`src/hw/rtl/wavg_pkg.sv`:
```
// ----------------------------------------------------------------------------
// wavg_pkg
// Shared types and constants of the dual channel window average block.
// ----------------------------------------------------------------------------
package wavg_pkg;

    localparam int MAX_WINDOW_DEF  = 16;
    localparam int SAMPLE_BITS_DEF = 12;

    localparam int OP_W      = 1;
    localparam int SIDE_W    = 1;
    localparam int SAMPLE_W  = SAMPLE_BITS_DEF;
    localparam int AVERAGE_W = SAMPLE_BITS_DEF;
    localparam int COUNT_W   = $clog2(MAX_WINDOW_DEF + 1);
    localparam int WLEN_W    = 5;

    localparam logic [WLEN_W-1:0] WINDOW_LENGTH_RESET = 5'd8;

    localparam logic [OP_W-1:0] OP_PUSH  = 1'b0;
    localparam logic [OP_W-1:0] OP_CLEAR = 1'b1;

    typedef struct packed {
        logic [OP_W-1:0]     op;
        logic [SIDE_W-1:0]   side;
        logic [SAMPLE_W-1:0] sample;
    } wavg_req_t;

    typedef struct packed {
        logic [SIDE_W-1:0]    result_side;
        logic [AVERAGE_W-1:0] average;
        logic [COUNT_W-1:0]   fill_count;
    } wavg_rsp_t;

endpackage

```
`src/hw/rtl/wavg_div.sv`:
```
// ----------------------------------------------------------------------------
// wavg_div
// Restoring divider, one quotient bit per cycle, for window sum over count.
// ----------------------------------------------------------------------------
module wavg_div
    import wavg_pkg::*;
#(
    parameter int NUM_BITS = 17,
    parameter int DEN_BITS = 5
)
(
    input  logic                clk,
    input  logic                rst_n,
    input  logic                start,
    input  logic [NUM_BITS-1:0] dividend,
    input  logic [DEN_BITS-1:0] divisor,
    output logic                done,
    output logic [NUM_BITS-1:0] quotient
);

    localparam int STEP_W = $clog2(NUM_BITS + 1);
    localparam logic [STEP_W-1:0] LAST_STEP = STEP_W'(NUM_BITS - 1);

    logic                busy_reg, busy_next;
    logic [STEP_W-1:0]   step_reg, step_next;
    logic [DEN_BITS:0]   rem_reg, rem_next;
    logic [NUM_BITS-1:0] quo_reg, quo_next;
    logic [DEN_BITS-1:0] den_reg, den_next;

    logic [DEN_BITS:0]   rem_shift;
    logic                fits;

    assign rem_shift = {rem_reg[DEN_BITS-1:0], quo_reg[NUM_BITS-1]};
    assign fits      = rem_shift >= {1'b0, den_reg};
    assign done      = busy_reg && (step_reg == LAST_STEP);
    assign quotient  = quo_reg;

    always_comb
    begin
        busy_next = busy_reg;
        step_next = step_reg;
        rem_next  = rem_reg;
        quo_next  = quo_reg;
        den_next  = den_reg;
        if (start)
        begin
            busy_next = 1'b1;
            step_next = '0;
            rem_next  = '0;
            quo_next  = dividend;
            den_next  = divisor;
        end
        else if (busy_reg)
        begin
            // shift in the next dividend bit and subtract where it fits
            rem_next  = fits ? (rem_shift - {1'b0, den_reg}) : rem_shift;
            quo_next  = {quo_reg[NUM_BITS-2:0], fits};
            step_next = step_reg + STEP_W'(1);
            if (step_reg == LAST_STEP)
            begin
                busy_next = 1'b0;
            end
        end
    end

    always_ff @(posedge clk or negedge rst_n)
    begin
        if (!rst_n)
        begin
            busy_reg <= 1'b0;
            step_reg <= '0;
        end
        else
        begin
            busy_reg <= busy_next;
            step_reg <= step_next;
        end
    end

    always_ff @(posedge clk)
    begin
        rem_reg <= rem_next;
        quo_reg <= quo_next;
        den_reg <= den_next;
    end

endmodule

```
`src/hw/rtl/dual_channel_window_average.sv`:
```
// ----------------------------------------------------------------------------
// dual_channel_window_average_core
// Per-side moving average over a growing window of converter samples.
// ----------------------------------------------------------------------------
// Usage:
//   req carries one item: a push of a sample into the right (0) or left (1)
//   window, or a clear of both fill counts. A push gives one rsp item with
//   the side, the truncated mean of the filled entries and the fill count;
//   a clear gives none and is done in the cycle it is accepted.
//   The user must write window_length with window_length_we only while the
//   block is idle; the block itself does not enforce it. A push goes from
//   accept through the sum update and the restoring divider, one quotient
//   bit at a time, to the load of the output register and rsp valid.
//   req_ready is high whenever no push is in flight, so one push is in work
//   at a time; clears can follow one per cycle. The finished item sits in an
//   output register; a stalled receiver holds it there, and the next push
//   waits at its last step until the register frees. Reset clears the fill
//   counts and sums and sets the window length to 8; the sample memory is
//   not cleared.
// ----------------------------------------------------------------------------
module dual_channel_window_average_core
    import wavg_pkg::*;
#(
    parameter int MAX_WINDOW  = MAX_WINDOW_DEF,
    parameter int SAMPLE_BITS = SAMPLE_BITS_DEF
)
(
    input  logic              clk,
    input  logic              rst_n,
    input  logic              req_valid,
    output logic              req_ready,
    input  wavg_req_t         req,
    output logic              rsp_valid,
    input  logic              rsp_ready,
    output wavg_rsp_t         rsp,
    input  logic              window_length_we,
    input  logic [WLEN_W-1:0] window_length
);

    localparam int CNT_BITS  = $clog2(MAX_WINDOW + 1);
    localparam int PTR_BITS  = (MAX_WINDOW > 1) ? $clog2(MAX_WINDOW) : 1;
    localparam int ADDR_BITS = $clog2(2 * MAX_WINDOW);
    localparam int DEPTH     = 2 * MAX_WINDOW;
    localparam int SUM_BITS  = SAMPLE_BITS + CNT_BITS;

    localparam logic [1:0] ST_IDLE = 2'd0;
    localparam logic [1:0] ST_SUM  = 2'd1;
    localparam logic [1:0] ST_DIV  = 2'd2;
    localparam logic [1:0] ST_DONE = 2'd3;

    logic [1:0]             state_reg, state_next;
    logic [WLEN_W-1:0]      wlen_reg;
    logic [CNT_BITS-1:0]    count_reg [2];
    logic [SUM_BITS-1:0]    sum_reg   [2];
    logic [PTR_BITS-1:0]    ptr_reg   [2];

    logic                   side_reg;
    logic [SAMPLE_BITS-1:0] sample_reg;
    logic [CNT_BITS-1:0]    new_count_reg;
    logic                   grow_reg;

    logic [SAMPLE_BITS-1:0] mem [DEPTH];
    logic [SAMPLE_BITS-1:0] rd_data_reg;

    logic                   rsp_valid_reg;
    wavg_rsp_t              rsp_reg;

    logic                   accept, push, clear;
    logic [SAMPLE_BITS-1:0] samp_in;
    logic [CNT_BITS-1:0]    eff_len, cur_count;
    logic                   grow;
    logic [PTR_BITS-1:0]    cur_ptr, next_ptr, old_idx;
    logic [CNT_BITS:0]      ptr_ext, cnt_ext;
    logic [ADDR_BITS-1:0]   wr_addr, rd_addr;
    logic [SUM_BITS-1:0]    sum_next;
    logic                   div_start, div_done;
    logic [SUM_BITS-1:0]    quotient;
    logic                   slot_free;

    assign req_ready = (state_reg == ST_IDLE);
    assign accept    = req_valid && req_ready;
    assign push      = accept && (req.op == OP_PUSH);
    assign clear     = accept && (req.op == OP_CLEAR);
    assign samp_in   = SAMPLE_BITS'(req.sample);

    // clamp the configured length to 1..MAX_WINDOW
    always_comb
    begin
        if (wlen_reg == '0)
        begin
            eff_len = CNT_BITS'(1);
        end
        else if (32'(wlen_reg) > 32'(MAX_WINDOW))
        begin
            eff_len = CNT_BITS'(MAX_WINDOW);
        end
        else
        begin
            eff_len = CNT_BITS'(wlen_reg);
        end
    end

    assign cur_count = count_reg[req.side];
    assign cur_ptr   = ptr_reg[req.side];
    assign grow      = cur_count < eff_len;
    assign next_ptr  = (cur_ptr == PTR_BITS'(MAX_WINDOW - 1)) ? '0 : cur_ptr + PTR_BITS'(1);

    // oldest counted entry sits count places behind the write slot
    assign ptr_ext = (CNT_BITS + 1)'(cur_ptr);
    assign cnt_ext = (CNT_BITS + 1)'(cur_count);
    assign old_idx = (ptr_ext >= cnt_ext) ? PTR_BITS'(ptr_ext - cnt_ext)
                                          : PTR_BITS'(ptr_ext + (CNT_BITS + 1)'(MAX_WINDOW)
                                                      - cnt_ext);

    assign wr_addr = req.side ? ADDR_BITS'(MAX_WINDOW) + ADDR_BITS'(cur_ptr)
                              : ADDR_BITS'(cur_ptr);
    assign rd_addr = req.side ? ADDR_BITS'(MAX_WINDOW) + ADDR_BITS'(old_idx)
                              : ADDR_BITS'(old_idx);

    // read happens before the write lands, so a full window sees its oldest
    always_ff @(posedge clk)
    begin
        if (push)
        begin
            rd_data_reg  <= mem[rd_addr];
            mem[wr_addr] <= samp_in;
        end
    end

    assign sum_next = sum_reg[side_reg] + SUM_BITS'(sample_reg)
                      - (grow_reg ? '0 : SUM_BITS'(rd_data_reg));

    assign div_start = (state_reg == ST_SUM);
    assign slot_free = !rsp_valid_reg || rsp_ready;

    wavg_div #(
        .NUM_BITS (SUM_BITS),
        .DEN_BITS (CNT_BITS)
    ) u_div (
        .clk      (clk),
        .rst_n    (rst_n),
        .start    (div_start),
        .dividend (sum_next),
        .divisor  (new_count_reg),
        .done     (div_done),
        .quotient (quotient)
    );

    always_comb
    begin
        state_next = state_reg;
        case (state_reg)
            ST_IDLE:
            begin
                if (push)
                begin
                    state_next = ST_SUM;
                end
            end
            ST_SUM:
            begin
                state_next = ST_DIV;
            end
            ST_DIV:
            begin
                if (div_done)
                begin
                    state_next = ST_DONE;
                end
            end
            ST_DONE:
            begin
                if (slot_free)
                begin
                    state_next = ST_IDLE;
                end
            end
            default:
            begin
                state_next = ST_IDLE;
            end
        endcase
    end

    always_ff @(posedge clk or negedge rst_n)
    begin
        if (!rst_n)
        begin
            state_reg     <= ST_IDLE;
            wlen_reg      <= WINDOW_LENGTH_RESET;
            count_reg[0]  <= '0;
            count_reg[1]  <= '0;
            sum_reg[0]    <= '0;
            sum_reg[1]    <= '0;
            ptr_reg[0]    <= '0;
            ptr_reg[1]    <= '0;
            rsp_valid_reg <= 1'b0;
        end
        else
        begin
            state_reg <= state_next;
            if (window_length_we)
            begin
                wlen_reg <= window_length;
            end
            if (clear)
            begin
                count_reg[0] <= '0;
                count_reg[1] <= '0;
                sum_reg[0]   <= '0;
                sum_reg[1]   <= '0;
            end
            if (push)
            begin
                ptr_reg[req.side] <= next_ptr;
                if (grow)
                begin
                    count_reg[req.side] <= cur_count + CNT_BITS'(1);
                end
            end
            if (state_reg == ST_SUM)
            begin
                sum_reg[side_reg] <= sum_next;
            end
            if (state_reg == ST_DONE && slot_free)
            begin
                rsp_valid_reg <= 1'b1;
            end
            else if (rsp_ready)
            begin
                rsp_valid_reg <= 1'b0;
            end
        end
    end

    always_ff @(posedge clk)
    begin
        if (push)
        begin
            side_reg      <= req.side;
            sample_reg    <= samp_in;
            grow_reg      <= grow;
            new_count_reg <= grow ? cur_count + CNT_BITS'(1) : cur_count;
        end
        if (state_reg == ST_DONE && slot_free)
        begin
            rsp_reg.result_side <= side_reg;
            rsp_reg.average     <= AVERAGE_W'(quotient);
            rsp_reg.fill_count  <= COUNT_W'(new_count_reg);
        end
    end

    assign rsp_valid = rsp_valid_reg;
    assign rsp       = rsp_reg;

endmodule

```
`config.mk`:
```
export PLATFORM = sky130hd
export DESIGN_NAME = dual_channel_window_average_core
export DESIGN_NICKNAME = d
export VERILOG_FILES = /design/src/hw/rtl/wavg_pkg.sv /design/src/hw/rtl/wavg_div.sv /design/src/hw/rtl/dual_channel_window_average.sv
export SDC_FILE = /design/constraint.sdc
export NUM_CORES = 1
export LEC_CHECK = 0
export BUFFER_PORTS_ARGS = -buffer_cell sky130_fd_sc_hd__buf_2
export CELL_PAD_IN_SITES_DETAIL_PLACEMENT = 0
export CELL_PAD_IN_SITES_GLOBAL_PLACEMENT = 1
export CORE_ASPECT_RATIO = 1.1
export CORE_MARGIN = 3
export CORE_UTILIZATION = 58
export DETAILED_ROUTE_END_ITERATION = 8
export GPL_TIMING_DRIVEN = 0
export PLACE_DENSITY_LB_ADDON = 0.15
export SLEW_MARGIN = 10
export SYNTH_ARGS = -nofsm -noshare
export SYNTH_HDL_FRONTEND = slang
export SYNTH_SLANG_ARGS = --single-unit
```
`constraint.sdc`:
```
create_clock -name clk -period 7.3 [get_ports clk]
set_clock_uncertainty 0.15 [all_clocks]
set_input_delay 1.095 -clock clk [delete_from_list [all_inputs] [get_ports clk]]
set_output_delay 1.095 -clock clk [all_outputs]
set_load 0.01 [all_outputs]
```
==> flow_summary.ini <==
[clocking]
cts_setup_buffers = 0
hold_buffers = 0
h-tree-depth = 2
cts_tree = built
cts.sinks = 526
clk_latency_ns = 0.59
cts_root_buf = clkbuf_16
numCtsBuffers = 52
clockBufferDepth = 3
cts_resized = 0
clkTransAtPathRegs_ns = 0.06

[floorplan]
initial_core_util = 0.596
die_h_um = 212
core_area_sq_um = 37700
ioPinCount = 44
num_rows = 74
dieWidth_um = 194
dieArea_sq_um = 41100

[place]
dp_hpwl_um = 31600
portBuffers = 43
detailedPlace.worstSlack_ns = 0.788
place_congestion = 0.830

[setup_path]
crit_top_cell = clkbuf_1
critical_path_buf_inv_count = 7
critPathLaunchType = input pin
cp.required_ns = 7.45
end_kind = register
reg2reg_to = rd_data_reg[11]
critPathTopFamily = buffers and inverters
ff2ff_setup_slack_ns = 2.44
setup.worst_path.start = req[12]
r2r-start = ptr_reg[0]
critPathMaxFanout = 10
cp_slowest_cell = clkbuf_1
rr_worst_depth = 10
critical_path_class = in -> reg
path_cells = buf_2, clkbuf_1, buf_2, mux2i_1, ha_1, inv_1, fa_1, clkbuf_1, clkbuf_1, clkbuf_1, mux4_2, mux2_2, mux4_2
arrival_ns = 6.06
critical_path.max_stage_delay_ns = 0.64

[timing]
setup_viol = 0
setup_slack_ns = 1.39
tightest_slew_ns = 1.30
finalCritPeriodShare = 0.809
finalSetupTns_ns = 0
max-slew-margin-rel = 0.129
finalHoldViolations = 0
post-route-min-period_ns = 5.91
rsz0062_at_grt = false
finalMaxSlewViolations = 0
fmax_mhz = 169

[synthesis]
synth_top_area_share = 0.609
synth_commonest_cells = edfxtp_1, mux4_2, inv_1
synth_area_sq_um = 22400
synth_top_area_cell = edfxtp_1
ys_ff_latch = 526
synth_fp_nets = 1385
ys_types = 57
syn_area_per_cell_sq_um = 17.2
synth_cells = 1307
synth.most_common_cell = edfxtp_1
synth_edf_count = 455
yosys_most_used_dff = edfxtp_1
ys_seq_area_frac = 0.687
synth_area_leaders = edfxtp_1, mux4_2, dfrtp_1
yosysWarnings = 0
async_flop_share = 0.125

[outcome]
run_status = completed

[cells_and_area]
area_growth_pct = 11.4
drive_above_1_share = 0.212
final_nets = 1483
largest_reg_flops = 384
regArea_sq_um = 15400
fin_util = 0.663
n_fill_cell = 2562
multi_input_area_sq_um = 6530

[power_and_ir_drop]
p_int_w = 0.00773
combPwrFrac = 0.460
pwr-share-clk = 0.221
switching_share = 0.354
p_switching_w = 0.00424
ir_worst_vdd_uv = 326
power.total_w = 0.0120
cellLeakagePower_nw = 8.86
powerDensity_nw_per_um2 = 479
pwr-share-seq = 0.320

[hold_path]
hp-class = in -> async

[routing]
postRouteAntennaNets = 0
drt-total-wl_um = 47900
wl_per_cell_um = 24.7
viasPerCell = 6.07
routed-via-count = 11789
drc = 0
drtPass1Iterations = 5
initialDrtViolationCount = 967

[grt]
grt_overflow = 0
grt_pass1_vias = 12190
grt_pass1_wl_um = 74000
groute.usage.overall = 0.240
grt_max_degree = 56
antenna_found_initial = 0

[run]
cap_violations = 0
## cell families (layout without fill, tap and decap cells)
family / count (synthesis) / count (layout) / synth area share
AOI/OAI and AO/OA: 142 / 142 / 0.0419
xor gates and xnor gates: 25 / 25 / 0.00976
adders and majority gates: 54 / 54 / 0.0348
buffers and inverters: 123 / 264 / 0.0226
DFF: 526 / 526 / 0.687
muxes: 204 / 204 / 0.155
other: 0 / 1 / 0
and+or+nand+nor: 233 / 233 / 0.0493
## power groups by stage
stage	registers (W)	clock network, W	logic (W)
2_1_floorplan	0.00385	0	0.00392
3_3_place_gp	0.00388	0	0.00548
3_5_place_dp	0.00389	0	0.00553
4_1_cts	0.00383	0.00269	0.00556
5_1_grt	0.00386	0.00281	0.00596
6_report	0.00383	0.00264	0.00551
## cell usage in the layout (no fill, tap or decap), drive strengths merged, types with 7 or more instances in the layout
cell,count
a211o,8
buf,60
mux4,108
mux2,61
nor2b,17
dfrtp,65
a21oi,27
mux2i,35
nand2,63
clkinv,21
a21o,9
ha,40
a211oi,7
o31ai,12
inv,70
xnor2,13
xor2,12
clkbuf,105
fa,14
a22o,8
nor2,66
edfxtp,455
o21ai,41
nand3,36
nand4,14
## per-layer routing
metal,GRT usage,share of wire,vias up
li1,-,-,5298
met1,0.316,0.39,6043
met2,0.421,0.53,372
met3,0.0319,0.054,76
met4,0.0811,0.028,0
met5,0,0,-
## how the worst max path moves through the flow
stage                 endpoint  slack [ns]  cells past startpoint
6_report       rd_data_reg[11]        1.39                     13
5_1_grt         rd_data_reg[3]        1.19                     13
4_1_cts        rd_data_reg[11]        1.38                     13
3_5_place_dp   rd_data_reg[11]        0.79                     13
3_3_place_gp   rd_data_reg[11]        0.82                     13
2_1_floorplan   rd_data_reg[0]        2.31                     12
## final cells by class
type,instances,share of cell area
Clock buffer,67,0.0547
Timing Repair Buffer,44,0.00981
Multi-Input combinational cell,658,0.261
Sequential cell,526,0.617
Inverter,69,0.0104
Buffer,54,0.00996
Clock inverter,30,0.0126
Tap cell,494,0.0247
Antenna cell,1,0.000100
## stage by stage
step / instances / hold slack [ns] / cell area (sq um)
after floorplan: 1307 / 0.268 / 22400
after global placement: 1844 / 0.282 / 23300
after detailed placement: 1845 / 0.280 / 23300
after CTS: 1942 / 0.179 / 25000
after global routing: 1942 / 0.197 / 25000
final: 1943 / 0.210 / 25000
(Power assumes the default switching activity.)
